[config.mk]
export PLATFORM = sky130hd
export DESIGN_NAME = knx_tp_frame_receiver_core
export DESIGN_NICKNAME = d
export VERILOG_FILES = /design/src/ktfr_pkg.sv /design/src/knx_tp_frame_receiver_core.sv /design/src/ktfr_ram.sv /design/src/ktfr_ctrl.sv /design/src/ktfr_dpath.sv
export SDC_FILE = /design/constraint.sdc
export NUM_CORES = 1
export LEC_CHECK = 0
export BUFFER_PORTS_ARGS = -buffer_cell sky130_fd_sc_hd__buf_2
export CORE_ASPECT_RATIO = 0.7
export CORE_MARGIN = 1
export CORE_UTILIZATION = 60
export CTS_CLUSTER_SIZE = 10
export DETAILED_ROUTE_END_ITERATION = 8
export GPL_TIMING_DRIVEN = 0
export PLACE_DENSITY = 0.79
export SYNTH_ARGS = -nofsm -noshare
export SYNTH_HDL_FRONTEND = slang
export SYNTH_SLANG_ARGS = --single-unit
[constraint.sdc]
create_clock -name clock -period 6.1 [get_ports clock]
set_clock_uncertainty 0.1 [all_clocks]
set_input_delay 0.61 -clock clock [delete_from_list [all_inputs] [get_ports clock]]
set_output_delay 0.61 -clock clock [all_outputs]
set_load 0.05 [all_outputs]
[src/ktfr_pkg.sv]
// ----------------------------------------------------------------------------
// ktfr_pkg
// Shared types and constants of the bus frame receiver: parser states,
// controller/datapath command and status bundles, start byte codes.
// ----------------------------------------------------------------------------
package ktfr_pkg;

   // item kinds on the input channel (tuser)
   localparam logic KIND_BYTE = 1'b0;
   localparam logic KIND_TICK = 1'b1;

   // start byte recognition
   localparam logic [7:0] START_MASK     = 8'hD3;
   localparam logic [7:0] START_STANDARD = 8'h90;
   localparam logic [7:0] START_EXTENDED = 8'h10;

   // header length and the positions of the length fields
   localparam int unsigned HEADER_BYTES = 7;
   localparam int unsigned STD_LEN_POS  = 5;
   localparam int unsigned EXT_LEN_POS  = 6;
   localparam logic [8:0]  STD_OVERHEAD = 9'd8;
   localparam logic [8:0]  EXT_OVERHEAD = 9'd9;
   localparam int unsigned TOTAL_W      = 9;

   // saturation point of the tick counter
   localparam logic [7:0] GAP_MAX = 8'hFF;

   // register map
   localparam logic REG_FRAME_GAP_LIMIT = 1'b0;
   localparam logic REG_QUIET_GAP       = 1'b1;
   localparam logic [7:0] FRAME_GAP_LIMIT_RESET = 8'd80;
   localparam logic [7:0] QUIET_GAP_RESET       = 8'd2;

   typedef enum logic [2:0] {
      ST_WAIT,
      ST_HEADER,
      ST_DATA,
      ST_DISCARD,
      ST_REPLAY
   } ktfr_state_type;

   // controller to datapath
   typedef struct packed {
      logic tick;        // tick item accepted
      logic byte_in;     // byte item accepted (clears gap counter)
      logic take_start;  // restart frame with this byte
      logic store_byte;  // append byte to buffer
      logic fold_xor;    // fold byte into running checksum
      logic replay_go;   // start replaying the buffered frame
   } ktfr_cmd_type;

   // datapath to controller
   typedef struct packed {
      logic is_start;     // byte is a start byte
      logic gap_over;     // header gap exceeded
      logic hdr_full;     // this byte completes the header
      logic buf_full;     // no room for another data byte
      logic frame_end;    // this byte is the closing byte
      logic csum_ok;      // closing byte matches checksum
      logic quiet_hit;    // this tick ends the quiet period
      logic replay_busy;  // buffer reads still outstanding
   } ktfr_stat_type;

endpackage

[src/knx_tp_frame_receiver_core.sv]
// ----------------------------------------------------------------------------
// knx_tp_frame_receiver_core
// Assembles bus data frames from received bytes and millisecond ticks and
// replays each frame with a good checksum byte by byte.
// ----------------------------------------------------------------------------
// Every input item (byte or tick) is taken when offered, except during replay:
// after the closing byte of a good frame of N bytes the input is held off
// while the frame is read back from the frame buffer, one RAM read per cycle
// as long as the result side is ready; backpressure holds the reads back.
// Results leave through an output register, so the replay of one frame can
// overlap the start of the next. The frame buffer needs no clearing after
// reset. Registers: byte address 0 holds the header gap limit in ticks,
// address 4 the quiet gap that ends discarding after a bad frame.
module knx_tp_frame_receiver_core #(
   parameter int BUFFER_BYTES = 64
) (
   input  logic        clock,
   input  logic        reset,
   // input channel
   input  logic        req_tvalid,
   output logic        req_tready,
   input  logic [7:0]  req_tdata,    // [7:0] data_byte
   input  logic        req_tuser,    // [0] kind
   // result channel
   output logic        rsp_tvalid,
   input  logic        rsp_tready,
   output logic [15:0] rsp_tdata,    // [7:0] frame_byte, [13:8] byte_index, [15:14] zero
   output logic        rsp_tlast,
   // configuration port
   input  logic        csr_psel,
   input  logic        csr_penable,
   input  logic        csr_pwrite,
   input  logic [2:0]  csr_paddr,
   input  logic [31:0] csr_pwdata,
   output logic [31:0] csr_prdata,
   output logic        csr_pready
);

   ktfr_pkg::ktfr_cmd_type  cmd;
   ktfr_pkg::ktfr_stat_type stat;

   logic [7:0] gap_limit_ff, gap_limit_in;
   logic [7:0] quiet_ff, quiet_in;
   logic       csr_wr;
   logic [7:0] out_byte;
   logic [5:0] out_index;

   // register file
   assign csr_pready = 1'b1;
   assign csr_wr     = csr_psel & csr_penable & csr_pwrite & csr_pready;

   always_comb begin
      gap_limit_in = gap_limit_ff;
      quiet_in     = quiet_ff;
      if (csr_wr) begin
         unique case (csr_paddr[2])
            ktfr_pkg::REG_FRAME_GAP_LIMIT: gap_limit_in = csr_pwdata[7:0];
            ktfr_pkg::REG_QUIET_GAP:       quiet_in     = csr_pwdata[7:0];
            default: begin
            end
         endcase
      end
   end

   always_ff @(posedge clock) begin
      if (reset) begin
         gap_limit_ff <= ktfr_pkg::FRAME_GAP_LIMIT_RESET;
         quiet_ff     <= ktfr_pkg::QUIET_GAP_RESET;
      end else begin
         gap_limit_ff <= gap_limit_in;
         quiet_ff     <= quiet_in;
      end
   end

   // read back
   always_comb begin
      unique case (csr_paddr[2])
         ktfr_pkg::REG_FRAME_GAP_LIMIT: csr_prdata = {24'd0, gap_limit_ff};
         ktfr_pkg::REG_QUIET_GAP:       csr_prdata = {24'd0, quiet_ff};
         default:                       csr_prdata = '0;
      endcase
   end

   ktfr_ctrl u_ctrl (
      .clock      (clock),
      .reset      (reset),
      .req_tvalid (req_tvalid),
      .req_kind   (req_tuser),
      .stat       (stat),
      .req_tready (req_tready),
      .cmd        (cmd)
   );

   ktfr_dpath #(
      .BUFFER_BYTES (BUFFER_BYTES)
   ) u_dpath (
      .clock           (clock),
      .reset           (reset),
      .cmd             (cmd),
      .in_byte         (req_tdata),
      .frame_gap_limit (gap_limit_ff),
      .quiet_gap       (quiet_ff),
      .stat            (stat),
      .rsp_tvalid      (rsp_tvalid),
      .rsp_tready      (rsp_tready),
      .out_byte        (out_byte),
      .out_index       (out_index),
      .out_last        (rsp_tlast)
   );

   assign rsp_tdata = {2'b00, out_index, out_byte};

endmodule

[src/ktfr_ram.sv]
// ----------------------------------------------------------------------------
// ktfr_ram
// Generic single write port, single read port RAM with registered read.
// ----------------------------------------------------------------------------
module ktfr_ram #(
   parameter int WIDTH = 8,
   parameter int DEPTH = 64
) (
   input  logic                     clock,
   input  logic                     we,
   input  logic [$clog2(DEPTH)-1:0] waddr,
   input  logic [WIDTH-1:0]         wdata,
   input  logic                     re,
   input  logic [$clog2(DEPTH)-1:0] raddr,
   output logic [WIDTH-1:0]         rdata
);

   logic [WIDTH-1:0] mem_ff [DEPTH];
   logic [WIDTH-1:0] rdata_ff;

   always_ff @(posedge clock) begin
      if (we) begin
         mem_ff[waddr] <= wdata;
      end
      if (re) begin
         rdata_ff <= mem_ff[raddr];
      end
   end

   assign rdata = rdata_ff;

endmodule

[src/ktfr_ctrl.sv]
// ----------------------------------------------------------------------------
// ktfr_ctrl
// Parser state machine: start hunt, header, data, discard and replay.
// ----------------------------------------------------------------------------
module ktfr_ctrl (
   input  logic                   clock,
   input  logic                   reset,
   input  logic                   req_tvalid,
   input  logic                   req_kind,
   input  ktfr_pkg::ktfr_stat_type stat,
   output logic                   req_tready,
   output ktfr_pkg::ktfr_cmd_type  cmd
);

   ktfr_pkg::ktfr_state_type state_ff, state_in;
   logic acc_byte;
   logic acc_tick;

   assign req_tready = (state_ff != ktfr_pkg::ST_REPLAY);
   assign acc_byte   = req_tvalid & req_tready & (req_kind == ktfr_pkg::KIND_BYTE);
   assign acc_tick   = req_tvalid & req_tready & (req_kind == ktfr_pkg::KIND_TICK);

   // state register
   always_ff @(posedge clock) begin
      if (reset) begin
         state_ff <= ktfr_pkg::ST_WAIT;
      end else begin
         state_ff <= state_in;
      end
   end

   // next state
   always_comb begin
      state_in = state_ff;
      unique case (state_ff)
         ktfr_pkg::ST_WAIT: begin
            if (acc_byte && stat.is_start) begin
               state_in = ktfr_pkg::ST_HEADER;
            end
         end
         ktfr_pkg::ST_HEADER: begin
            if (acc_byte) begin
               if (stat.gap_over) begin
                  state_in = stat.is_start ? ktfr_pkg::ST_HEADER : ktfr_pkg::ST_WAIT;
               end else if (stat.hdr_full) begin
                  state_in = ktfr_pkg::ST_DATA;
               end
            end
         end
         ktfr_pkg::ST_DATA: begin
            if (acc_byte) begin
               if (stat.buf_full) begin
                  state_in = ktfr_pkg::ST_DISCARD;
               end else if (stat.frame_end) begin
                  state_in = stat.csum_ok ? ktfr_pkg::ST_REPLAY : ktfr_pkg::ST_DISCARD;
               end
            end
         end
         ktfr_pkg::ST_DISCARD: begin
            if (acc_tick && stat.quiet_hit) begin
               state_in = ktfr_pkg::ST_WAIT;
            end
         end
         ktfr_pkg::ST_REPLAY: begin
            if (!stat.replay_busy) begin
               state_in = ktfr_pkg::ST_WAIT;
            end
         end
         default: state_in = ktfr_pkg::ST_DISCARD;
      endcase
   end

   // datapath commands
   always_comb begin
      cmd            = '0;
      cmd.tick       = acc_tick;
      cmd.byte_in    = acc_byte;
      unique case (state_ff)
         ktfr_pkg::ST_WAIT: begin
            cmd.take_start = acc_byte;
         end
         ktfr_pkg::ST_HEADER: begin
            if (acc_byte) begin
               if (stat.gap_over) begin
                  cmd.take_start = 1'b1;
               end else begin
                  cmd.store_byte = 1'b1;
                  cmd.fold_xor   = 1'b1;
               end
            end
         end
         ktfr_pkg::ST_DATA: begin
            if (acc_byte && !stat.buf_full) begin
               cmd.store_byte = 1'b1;
               cmd.fold_xor   = !stat.frame_end;
               cmd.replay_go  = stat.frame_end & stat.csum_ok;
            end
         end
         ktfr_pkg::ST_DISCARD: begin
         end
         ktfr_pkg::ST_REPLAY: begin
         end
         default: begin
         end
      endcase
   end

endmodule

[src/ktfr_dpath.sv]
// ----------------------------------------------------------------------------
// ktfr_dpath
// Frame datapath: gap counter, byte count, checksum, length fields, frame
// buffer and the replay read pipeline feeding the output register.
// ----------------------------------------------------------------------------
module ktfr_dpath #(
   parameter int BUFFER_BYTES = 64
) (
   input  logic                    clock,
   input  logic                    reset,
   input  ktfr_pkg::ktfr_cmd_type  cmd,
   input  logic [7:0]              in_byte,
   input  logic [7:0]              frame_gap_limit,
   input  logic [7:0]              quiet_gap,
   output ktfr_pkg::ktfr_stat_type stat,
   output logic                    rsp_tvalid,
   input  logic                    rsp_tready,
   output logic [7:0]              out_byte,
   output logic [5:0]              out_index,
   output logic                    out_last
);

   localparam int CW   = $clog2(BUFFER_BYTES);
   localparam int CMPW = (CW + 1 > ktfr_pkg::TOTAL_W) ? CW + 1 : ktfr_pkg::TOTAL_W;
   localparam int IW   = (CW > 6) ? CW : 6;

   logic [7:0]    gap_ff, gap_in, gap_inc;
   logic [CW-1:0] count_ff, count_in;
   logic [7:0]    xor_ff, xor_in;
   logic          ext_ff, ext_in;
   logic [3:0]    len_std_ff, len_std_in;
   logic [7:0]    len_ext_ff, len_ext_in;
   logic [8:0]    total;
   logic [7:0]    masked;

   logic          ram_we;
   logic [CW-1:0] ram_waddr;
   logic [7:0]    ram_rdata;

   logic          rd_act_ff, rd_act_in;
   logic [CW-1:0] rd_idx_ff, rd_idx_in;
   logic          issue;
   logic          adv;
   logic          is_last_rd;
   logic [IW-1:0] rd_idx_w;
   logic          p1_ff, p1_in;
   logic [5:0]    p1_idx_ff, p1_idx_in;
   logic          p1_last_ff, p1_last_in;
   logic          out_v_ff, out_v_in;
   logic [7:0]    out_byte_ff, out_byte_in;
   logic [5:0]    out_idx_ff, out_idx_in;
   logic          out_last_ff, out_last_in;

   // status toward the controller
   assign masked  = in_byte & ktfr_pkg::START_MASK;
   assign gap_inc = (gap_ff == ktfr_pkg::GAP_MAX) ? gap_ff : gap_ff + 8'd1;
   assign total   = ext_ff ? ({1'b0, len_ext_ff} + ktfr_pkg::EXT_OVERHEAD)
                           : ({5'd0, len_std_ff} + ktfr_pkg::STD_OVERHEAD);

   always_comb begin
      stat.is_start    = (masked == ktfr_pkg::START_STANDARD) ||
                         (masked == ktfr_pkg::START_EXTENDED);
      stat.gap_over    = gap_ff > frame_gap_limit;
      stat.hdr_full    = count_ff == CW'(ktfr_pkg::HEADER_BYTES - 1);
      stat.buf_full    = count_ff >= CW'(BUFFER_BYTES - 2);
      stat.frame_end   = (CMPW'(count_ff) + CMPW'(1)) == CMPW'(total);
      stat.csum_ok     = in_byte == ~xor_ff;
      stat.quiet_hit   = gap_inc >= quiet_gap;
      stat.replay_busy = rd_act_ff;
   end

   // frame assembly state
   always_comb begin
      gap_in     = gap_ff;
      count_in   = count_ff;
      xor_in     = xor_ff;
      ext_in     = ext_ff;
      len_std_in = len_std_ff;
      len_ext_in = len_ext_ff;
      if (cmd.tick) begin
         gap_in = gap_inc;
      end else if (cmd.byte_in) begin
         gap_in = '0;
      end
      if (cmd.take_start) begin
         if (stat.is_start) begin
            count_in = CW'(1);
            xor_in   = in_byte;
            ext_in   = masked == ktfr_pkg::START_EXTENDED;
         end else begin
            count_in = '0;
            xor_in   = '0;
         end
      end else if (cmd.store_byte) begin
         count_in = count_ff + CW'(1);
         if (cmd.fold_xor) begin
            xor_in = xor_ff ^ in_byte;
         end
         if (count_ff == CW'(ktfr_pkg::STD_LEN_POS)) begin
            len_std_in = in_byte[3:0];
         end
         if (count_ff == CW'(ktfr_pkg::EXT_LEN_POS)) begin
            len_ext_in = in_byte;
         end
      end
   end

   always_ff @(posedge clock) begin
      if (reset) begin
         gap_ff   <= '0;
         count_ff <= '0;
         xor_ff   <= '0;
         ext_ff   <= 1'b0;
      end else begin
         gap_ff   <= gap_in;
         count_ff <= count_in;
         xor_ff   <= xor_in;
         ext_ff   <= ext_in;
      end
      len_std_ff <= len_std_in;
      len_ext_ff <= len_ext_in;
   end

   // frame buffer
   assign ram_we    = (cmd.take_start & stat.is_start) | cmd.store_byte;
   assign ram_waddr = cmd.take_start ? '0 : count_ff;

   ktfr_ram #(
      .WIDTH (8),
      .DEPTH (BUFFER_BYTES)
   ) u_frame_ram (
      .clock (clock),
      .we    (ram_we),
      .waddr (ram_waddr),
      .wdata (in_byte),
      .re    (issue),
      .raddr (rd_idx_ff),
      .rdata (ram_rdata)
   );

   // replay: read issue, RAM output stage, output register
   assign adv        = !out_v_ff || rsp_tready;
   assign issue      = rd_act_ff && (!p1_ff || adv);
   assign is_last_rd = (rd_idx_ff + CW'(1)) == count_ff;
   assign rd_idx_w   = IW'(rd_idx_ff);

   always_comb begin
      rd_act_in   = rd_act_ff;
      rd_idx_in   = rd_idx_ff;
      p1_in       = p1_ff & !adv;
      p1_idx_in   = p1_idx_ff;
      p1_last_in  = p1_last_ff;
      out_v_in    = out_v_ff;
      out_byte_in = out_byte_ff;
      out_idx_in  = out_idx_ff;
      out_last_in = out_last_ff;
      if (cmd.replay_go) begin
         rd_act_in = 1'b1;
         rd_idx_in = '0;
      end else if (issue) begin
         rd_idx_in = rd_idx_ff + CW'(1);
         if (is_last_rd) begin
            rd_act_in = 1'b0;
         end
      end
      if (issue) begin
         p1_in      = 1'b1;
         p1_idx_in  = rd_idx_w[5:0];
         p1_last_in = is_last_rd;
      end
      if (adv) begin
         out_v_in    = p1_ff;
         out_byte_in = ram_rdata;
         out_idx_in  = p1_idx_ff;
         out_last_in = p1_last_ff;
      end
   end

   always_ff @(posedge clock) begin
      if (reset) begin
         rd_act_ff <= 1'b0;
         p1_ff     <= 1'b0;
         out_v_ff  <= 1'b0;
      end else begin
         rd_act_ff <= rd_act_in;
         p1_ff     <= p1_in;
         out_v_ff  <= out_v_in;
      end
      rd_idx_ff   <= rd_idx_in;
      p1_idx_ff   <= p1_idx_in;
      p1_last_ff  <= p1_last_in;
      out_byte_ff <= out_byte_in;
      out_idx_ff  <= out_idx_in;
      out_last_ff <= out_last_in;
   end

   assign rsp_tvalid = out_v_ff;
   assign out_byte   = out_byte_ff;
   assign out_index  = out_idx_ff;
   assign out_last   = out_last_ff;

`ifndef SYNTH
   // buffer is never written while a replay is still reading it
   a_no_write_in_replay: assert property (@(posedge clock) disable iff (reset)
      rd_act_ff |-> !ram_we)
      else $error("frame buffer written during replay");

   // byte count stays inside the usable buffer
   a_count_bound: assert property (@(posedge clock) disable iff (reset)
      count_ff <= CW'(BUFFER_BYTES - 2))
      else $error("byte count beyond buffer");

   // only complete frames (at least eight bytes) are replayed
   a_replay_len: assert property (@(posedge clock) disable iff (reset)
      cmd.replay_go |=> (rd_act_ff && count_ff >= CW'(8)))
      else $error("replay of a short frame");
`endif

endmodule
Yosys cells after proc, flatten, opt, wreduce, memory -nomap -nowiden
Memories as Yosys holds them, arrays and structs flattened. A register that Yosys moved wholly into a read port is not among the register bits.
Cells that the tools add are included.
- word-level logic and storage cells: 126
- memories: 1
- register bits after elaboration: 85
- output and inout port bits: 52
- bits in writable memories: 512
- memory list (memory ; depth ; width ; rd ports ; clocked after memory_dff ; write ports ; RTL line ; RTL):
    u_dpath.u_frame_ram.mem_ff ; 64 ; 8 ; 1 ; 1 ; 1 ; ktfr_ram.sv:18 ; logic [WIDTH-1:0] mem_ff [DEPTH];
- $add $sub $neg: 6
- bitwise logic cells: 14
- equal/unequal tests: 20
- mux-type cells: 38
- $lt $le $gt $ge: 3
- reductions and logical operators: 26
- operators with widths (operator ; number):
    $pmux 32 s2 ; 1
    $mux 8 ; 7
    $mux 3 ; 12
    $mux 6 ; 3
    $pmux 3 s5 ; 1
    $add 6x1->6 const B ; 2
    $eq 6x3->1 const B ; 2
    $mux 1 ; 10
    $reduce_and 2->1 ; 5
    $reduce_bool 2->1 ; 5
    $add 8x4->9 const B ; 1
    $eq 9x9->1 ; 1
    $mux 9 ; 1
    $add 8x1->8 const B ; 1
    $and 1x1->1 ; 8
    $eq 8x8->1 ; 1
    $eq 8x8->1 const B ; 1
    $ge 8x8->1 ; 1
    $gt 8x8->1 ; 1
    $ne 2x1->1 const B ; 4
    $not 8->8 ; 1
    $xor 8x8->8 ; 1
    $add 6x1->7 const B ; 1
    $reduce_and 7->1 ; 1
    21 further kinds ; 35

Logic depth before layout (Yosys ltp)
Gate-level depths: netlist (run 1).
- depth in word-level cells: 9
- gate-level depth with buffers: 14

Hierarchy
Synthesis (run 1) repeated with hierarchy kept, for this count alone.
- cell total of the unflattened synthesis: 1472
- area, all modules: 25280.5 um^2
- modules (own cells, without submodules) (module ; area an instance (um^2) ; cells each ; times used):
    ktfr_ram ; 20246.9 ; 940 ; 1
    ktfr_dpath ; 3617.2 ; 372 ; 1
    knx_tp_frame_receiver_core ; 1032.2 ; 106 ; 1
    ktfr_ctrl ; 384.1 ; 54 ; 1

Least setup slack after synthesis (run 1)
No wires, ideal clock.
- path kind: reg2reg
- from: register u_dpath.gap_ff[3]
- to: memory u_dpath.u_frame_ram.mem_ff[32][0], enable pin
- path buffers: 0
- cell stages (with the launch flop): 10
- setup slack: 3.003 ns
- arrival time: 2.613 ns
- setup time: 0.383 ns
- cells stage by stage: dfxtp_1 ha_1 and3_1 a221oi_1 a211o_1 and2_1 a21oi_2 nor2_1 nand2_1 nor3_1
- cells in the longest elaborated chain, start to end: 8
- ends and longest elaborated chain (item ; RTL line ; RTL):
    from (decl) ; ktfr_dpath.sv:27 ; logic [7:0] gap_ff, gap_in, gap_inc;
    from (signal assigned) ; ktfr_dpath.sv:115 ; gap_ff <= gap_in;
    $gt 8x8->1 (*) ; ktfr_dpath.sv:63 ; stat.gap_over = gap_ff > frame_gap_limit;
    $mux 1 ; ktfr_ctrl.sv:84 ; if (stat.gap_over) begin
    $mux 3 (*) ; ktfr_ctrl.sv:83 ; if (acc_byte) begin
    $pmux 1 s2 ; ktfr_ctrl.sv:78 ; unique case (state_ff)
    $and 1x1->1 ; ktfr_dpath.sv:125 ; assign ram_we = (cmd.take_start & stat.is_start) | cmd.store_byte;
    $or 1x1->1 ; ktfr_dpath.sv:125 ;
    $mux 1 ; ktfr_ram.sv:22 ; if (we) begin
    $mux 1 (implied by the code) ; ktfr_ram.sv:23 ; mem_ff[waddr] <= wdata;
    to (decl) ; ktfr_ram.sv:18 ;
Mark *: on every way between the ends. The rest lies on a longest branch, timed or not.

Worst setup path after layout (run 1)
- from: register u_dpath.gap_ff[3]
- to: memory u_dpath.u_frame_ram.mem_ff[54][1], enable pin
The elaborated chain is that of the path after synthesis.

==> results of run 1 <==
-- through the flow --
step                hold slack [ns]   util
floorplan                     0.300      -
global placement              0.309  0.642
detailed placement            0.307  0.642
CTS                           0.156  0.689
global route                  0.179  0.690
finish                        0.170  0.690
-- cell families after synthesis --
family,share of synthesized area
multiplexers,0.157
AND/OR/NAND/NOR,0.0534
other,0.000302
buffers and inverters,0.0249
adder cells (fa/ha/maj),0.0111
flip-flops,0.710
XOR/XNOR,0.0113
AO/OA/AOI/OAI,0.0319
-- power breakdown --
| part | internal [mW] | switching, mW |
|---|---|---|
| clock | 2.09 | 1.58 |
| sequential | 4.53 | 0.00835 |
| combinational | 0.366 | 0.501 |
| total | 6.98 | 2.09 |
-- cells in the final DEF (no fill, tap or decap), types with 7 or more instances in the layout --
cell       netlist  layout
a21oi_1         24      23
a22oi_1          7       7
a31oi_1          7       7
buf_1           18      18
buf_2           14      57
buf_4           29      34
clkbuf_1        32      46
clkbuf_16        0      70
conb_1           2      27
dfxtp_1         51      51
edfxtp_1       554     554
ha_1            22      22
inv_1           28      28
mux2i_1          9       9
mux4_2         168     168
nand2_1         54      54
nand2b_1        14      14
nand3_1         21      21
nand4_1          8       8
nor2_1         119     119
nor2b_1          9       9
nor3_1           7       7
o21ai_0         16      16
xnor2_1         20      20
xor2_1          12      12
-- final timing paths --
path | from | end | slack, ns | depth (start not counted)
worst max-delay path | u_dpath.gap_ff[3]$_SDFFE_PP0P_ | u_dpath.u_frame_ram.mem_ff[54][1]$_DFFE_PP_ | 1.84 | 9
worst min-delay path | csr_pwdata[4] | gap_limit_ff[4]$_SDFFE_PP1P_ | 0.17 | 3
worst max register to register | u_dpath.gap_ff[3]$_SDFFE_PP0P_ | u_dpath.u_frame_ram.mem_ff[54][1]$_DFFE_PP_ | 1.84 | 9
worst min register to register | u_dpath.p1_idx_ff[4]$_DFFE_PP_ | u_dpath.out_index[4]$_DFFE_PP_ | 0.32 | 0
-- tightest hold or removal path: cells and delay by family --
kind	cells	cell delay, ns
compound gates	1	0.08
simple gates	1	0.05
buf+inv	1	0.09
-- metal layers --
layer | vias up | part of all wire
met1 | 6999 | 0.40
met4 | 2 | 0.029
met5 | - | 0.00022
met2 | 952 | 0.45
li1 | 5633 | -
met3 | 161 | 0.12
-- registers in the layout, indices dropped and copies added, names as in the netlist --
register and flops:
u_dpath.rd_act_ff 1, u_dpath.p1_last_ff 1, u_ctrl.state_ff 3, u_dpath.xor_ff 8
quiet_ff 8, u_dpath.p1_idx_ff 6, u_dpath.out_last 1, u_dpath.count_ff 6
u_dpath.out_byte 8, u_dpath.out_index 6, u_dpath.rsp_tvalid 1, u_dpath.len_std_ff 4
u_dpath.len_ext_ff 8, u_dpath.rd_idx_ff 6, u_dpath.ext_ff 1, u_dpath.u_frame_ram.rdata 8
gap_limit_ff 8, u_dpath.p1_ff 1, u_dpath.gap_ff 8, u_dpath.u_frame_ram.mem_ff 512
-- area by class of cell --
cell class / instances / area, µm²
sequential: 605 / 17700
fill: 2490 / 12500
multi-input combinational: 645 / 6680
clock buffer: 84 / 1800
tap: 535 / 669
buffer: 96 / 509
timing repair buffer: 50 / 293
inverter: 29 / 109
clock inverter: 7 / 104
==> flow_summary_export.csv, run 1 <==
group,metric,value,unit
yosys,synthTopCellsByCount,"edfxtp_1, mux4_2, nor2_1",
pwr,p_per_area,326,nW/µm²
global_routing,grt_pass1_wl,87500,µm
flow_run,maxCapViolCount,0,
placement,port_buffers,47,
setup_path,path_buf_inv,0,
global_routing,use_met2,0.437,
floorplan,die_h,172,µm
timing,fmax,0.235,GHz
floorplan,dieWidth,245,µm
cells_and_area,area_growth,11.9,%
yosys,synth_cells,1350,
global_routing,grt_max_degree,71,
setup_path,worstPathRequired,6.21,ns
global_routing,grt.busiest_layer,"met2",
detailed_routing,drc_errors,0,
timing,relSlewSlack,0.00178,
detailed_routing,drt_wl_total,60000,µm
setup_path,crit_path_frequent_cell,"nor2_1",
clock_tree,clock-root-buffer,"clkbuf_16",
global_routing,grt_use_total,0.294,
clock_tree,numCtsBuffers,70,
setup_path,crit_type,"flip-flop to flip-flop",
timing,slew_violations,0,
placement,hpwlAfterDp,36500,µm
global_routing,grt_use_met3,0.0761,
floorplan,fp-row-count,61,
yosys,synth.distinct_cells,71,
timing,finalHoldViolations,0,
floorplan,initial_core_util,0.617,
pwr,ir_worst_vdd,228,µV
clock_tree,path_clk_slew,0.06,ns
yosys,ys_ff_latch,605,
cells_and_area,final_cell_area,27800,µm²
hold_path,worstHoldPathType,"input port to flip-flop",
timing,finalCritPeriodShare,0.698,
yosys,yosys.area.top_type,"edfxtp_1",
detailed_routing,vias,13700,
placement,place_worst_setup_slack,1.55,ns
floorplan,core_area,40300,µm²
yosys,avgSynthCellArea,18.4,µm²
yosys,postSynth.asyncResetShare,0,
pwr,leakagePower,8.85,nW
timing,period_minus_slack,4.26,ns
yosys,synth_ff_type,"edfxtp_1",
yosys,synth.area.top_cells,"edfxtp_1, mux4_2, dfxtp_1",
setup_path,path_cells,"ha_1 -> and3_1 -> a221oi_1 -> a211o_1 -> and2_1 -> a21oi_2 -> nor2_1 -> nand3_1 -> nor2_1",
timing,rsz0062_at_grt,"no",
clock_tree,clk_path_buf_depth,3,
clock_tree,cts_hold_buf,0,
detailed_routing,dr.first_iter.drc_count,1864,
setup_path,critPathTopFamily,"simple AND/OR/NAND/NOR gates",
yosys,yosys.area.top_type_share,0.669,
cells_and_area,diodes,0,
outcome,status,"finished, final reports clean",
clock_tree,cts_setup_buffers,0,
yosys,ys_warn_count,0,
setup_path,crit_slowest_cell,"nor2_1",
cells_and_area,layout.nets,1570,
yosys,synth.most_common_cell,"edfxtp_1",
detailed_routing,postRouteAntennaNets,0,
clock_tree,clk_latency,0.60,ns
global_routing,antenna_found_initial,2,
clock_tree,cts_resized,0,
placement,globalplace.congestion,0.900,
detailed_routing,routedWlPerCell,29.2,µm
yosys,synth.cell_area,24900,µm²
yosys,synth_edf_count,554,
setup_path,worstPathArrival,4.37,ns
detailed_routing,drtPass1Iterations,6,
setup_path,path_max_fanout,10,
global_routing,grt_pass1_vias,13300,
timing,setup_tns,0,ns
pwr,p_total,9.08,mW
timing,finalSetupViolCount,0,
setup_path,cp-start-kind,"flip-flop",
floorplan,io_pins,103,
setup_path,endpoint_kind,"flip-flop",
clock_tree,h-tree-depth,3,
cells_and_area,stdcell_count,2051,
yosys,yosysSeqAreaShare,0.710,
timing,worst_slack,1.84,ns
global_routing,overflow,0,
setup_path,slowest_delay,0.87,ns
clock_tree,cts_num_sinks,605,
global_routing,grtUsageMet1,0.436,
placement,dp.cells,1957,
timing,tightestPinTransition,1.50,ns
cells_and_area,drive_above_1_share,0.237,
floorplan,die-area,42300,µm²
clock_tree,cts_tree,"built",
placement,place_area,25900,µm²
detailed_routing,via_per_inst,6.70,
(Power assumes the default switching activity.)
==> run 2, diff against run 1 <==
--- a/config.mk
+++ b/config.mk
@@ -8,11 +8,11 @@
 export BUFFER_PORTS_ARGS = -buffer_cell sky130_fd_sc_hd__buf_2
 export CORE_ASPECT_RATIO = 0.7
 export CORE_MARGIN = 1
-export CORE_UTILIZATION = 60
+export CORE_UTILIZATION = 55
 export CTS_CLUSTER_SIZE = 10
 export DETAILED_ROUTE_END_ITERATION = 8
 export GPL_TIMING_DRIVEN = 0
-export PLACE_DENSITY = 0.79
+export PLACE_DENSITY = 0.76
 export SYNTH_ARGS = -nofsm -noshare
 export SYNTH_HDL_FRONTEND = slang
 export SYNTH_SLANG_ARGS = --single-unit
==> constraint.sdc (replaced) <==
create_clock -name clock -period 3.5 [get_ports clock]
set_clock_uncertainty 0.1 [all_clocks]
set_input_delay 0.35 -clock clock [delete_from_list [all_inputs] [get_ports clock]]
set_output_delay 0.35 -clock clock [all_outputs]
set_load 0.05 [all_outputs]
==> flow_summary_export.csv, run 2 (synthesized netlist as in run 1, its figures left out) <==
group,metric,value,unit
detailed_routing,via_per_inst,6.43,
placement,place_worst_setup_slack,-0.723,ns
pwr,p_per_area,547,nW/µm²
floorplan,core_area,44100,µm²
setup_path,cp-startpoint,"u_dpath.rd_idx_ff[1]$_SDFFE_PP0P_",
setup_path,path_max_fanout,10,
timing,setup_tns,-0.00615,ns
cells_and_area,drive_above_1_share,0.317,
detailed_routing,drt_wl_total,60700,µm
floorplan,dieWidth,256,µm
clock_tree,clock-root-buffer,"clkbuf_16",
setup_path,endpoint_kind,"flip-flop",
setup_path,crit_type,"flip-flop to flip-flop",
detailed_routing,postRouteAntennaNets,0,
floorplan,die_h,180,µm
placement,hpwlAfterDp,36700,µm
clock_tree,h-tree-depth,3,
flow_run,maxCapViolCount,0,
timing,holdWs,0.0588,ns
global_routing,grt_use_total,0.265,
floorplan,die-area,46100,µm²
cells_and_area,final_common_cell,"edfxtp_1",
timing,worst_slack,-0.00391,ns
clock_tree,cts_tree,"built",
cells_and_area,largest_reg_flops,512,
timing,period_minus_slack,3.50,ns
setup_path,r2r_start,"u_dpath.rd_idx_ff[1]$_SDFFE_PP0P_",
setup_path,path_cells,"clkbuf_1 -> clkbuf_4 -> buf_2 -> mux4_2 -> mux4_2 -> mux4_2",
pwr,p_total,15.9,mW
detailed_routing,vias,13800,
placement,port_buffers,47,
floorplan,initial_core_util,0.563,
global_routing,grt_use_met3,0.0943,
global_routing,overflow,0,
cells_and_area,layout.nets,1604,
timing,tightestPinTransition,1.44,ns
clock_tree,path_clk_slew,0.06,ns
outcome,status,"finished, violations left",
outcome,violations,"setup timing",
timing,finalSetupViolCount,2,
setup_path,worstPathArrival,3.70,ns
clock_tree,cts_num_sinks,605,
global_routing,antenna_found_initial,1,
timing,finalHoldViolations,0,
pwr,leakagePower,9.27,nW
hold_path,hp-start,"req_tvalid",
timing,slew_violations,0,
cells_and_area,top_register,"u_dpath.u_frame_ram.mem_ff",
floorplan,fp-row-count,64,
global_routing,use_met2,0.377,
setup_path,worstPathRequired,3.69,ns
setup_path,cp-start-kind,"flip-flop",
cells_and_area,stdcell_count,2143,
global_routing,grt_max_degree,71,
global_routing,grt.busiest_layer,"met1",
timing,finalCritPeriodShare,1.00,
global_routing,grt_pass1_vias,13300,
timing,fmax,0.285,GHz
hold_path,worstHoldPathType,"input port to flip-flop",
clock_tree,numCtsBuffers,70,
pwr,ir_worst_vdd,472,µV
setup_path,critPathTopFamily,"multiplexers",
cells_and_area,area_growth,17.0,%
global_routing,grtUsageMet1,0.389,
setup_path,crit_path_frequent_cell,"mux4_2",
clock_tree,clk_path_buf_depth,3,
setup_path,crit_slowest_cell,"mux4_2",
detailed_routing,dr.first_iter.drc_count,1808,
global_routing,grt_pass1_wl,88000,µm
detailed_routing,drc_errors,0,
floorplan,io_pins,103,
timing,relSlewSlack,0.0421,
detailed_routing,routedWlPerCell,28.3,µm
cells_and_area,final_cell_mix,"edfxtp_1, mux4_2, clkbuf_16, nor2_4, nor2_1",
setup_path,slowest_delay,0.61,ns
setup_path,path_buf_inv,3,
clock_tree,clk_latency,0.60,ns
placement,dp.cells,2016,
placement,globalplace.congestion,0.877,
detailed_routing,drtPass1Iterations,7,
run 2: worst min-delay path, delay by kind of cell:
kind	cells	cell delay, ns
AOI/OAI and AO/OA	1	0.05
buffers and inverters	1	0.12
and+or+nand+nor	2	0.20
run 2: final timing paths:
kind	end	slack [ns]	cells after the start
setup / recovery	u_dpath.u_frame_ram.rdata[2]$_DFFE_PP_	-0.004	6
hold reg to reg	u_dpath.out_byte[3]$_DFFE_PP_	0.32	0
hold / removal	u_dpath.gap_ff[0]$_SDFFE_PP0P_	0.06	4
setup reg to reg	u_dpath.u_frame_ram.rdata[2]$_DFFE_PP_	-0.004	6
run 2: cell type report:
type                       count  area [µm²]
sequential                   605       17700
fill                        2787       15000
multi-input combinational    645        7280
clock buffer                  82        1830
timing repair buffer          87         773
tap                          594         743
buffer                        93         586
inverter                      29         109
clock inverter                 7        95.1
antenna                        1        2.50
run 2: per-layer routing:
layer	share of wire	vias up	wire, µm
met3	0.13	108	7670
li1	-	5739	-
met2	0.45	834	27500
met4	0.022	0	1330
met5	0	-	0
met1	0.40	7094	24100
run 2: metrics by stage:
stage	util	instance area (µm²)
finish	0.659	29100
global placement	0.588	25900
CTS	0.649	28600
floorplan	-	24900
detailed placement	0.588	25900
global route	0.659	29100
run 2: timing repair:
item,4_1_cts,5_1_grt
gates resized for setup,152,55
pin swaps,4,11
hold buffers,9,0
endpoints found under the setup margin,520,508
hold endpoints to repair,17,0
setup buffers,14,17
run 2: power by group:
group          internal [mW]  total (mW)  switching [mW]
clock network           3.68        6.41            2.73
registers               7.90        7.92          0.0154
logic                  0.677        1.57           0.888
total                   12.3        15.9            3.64
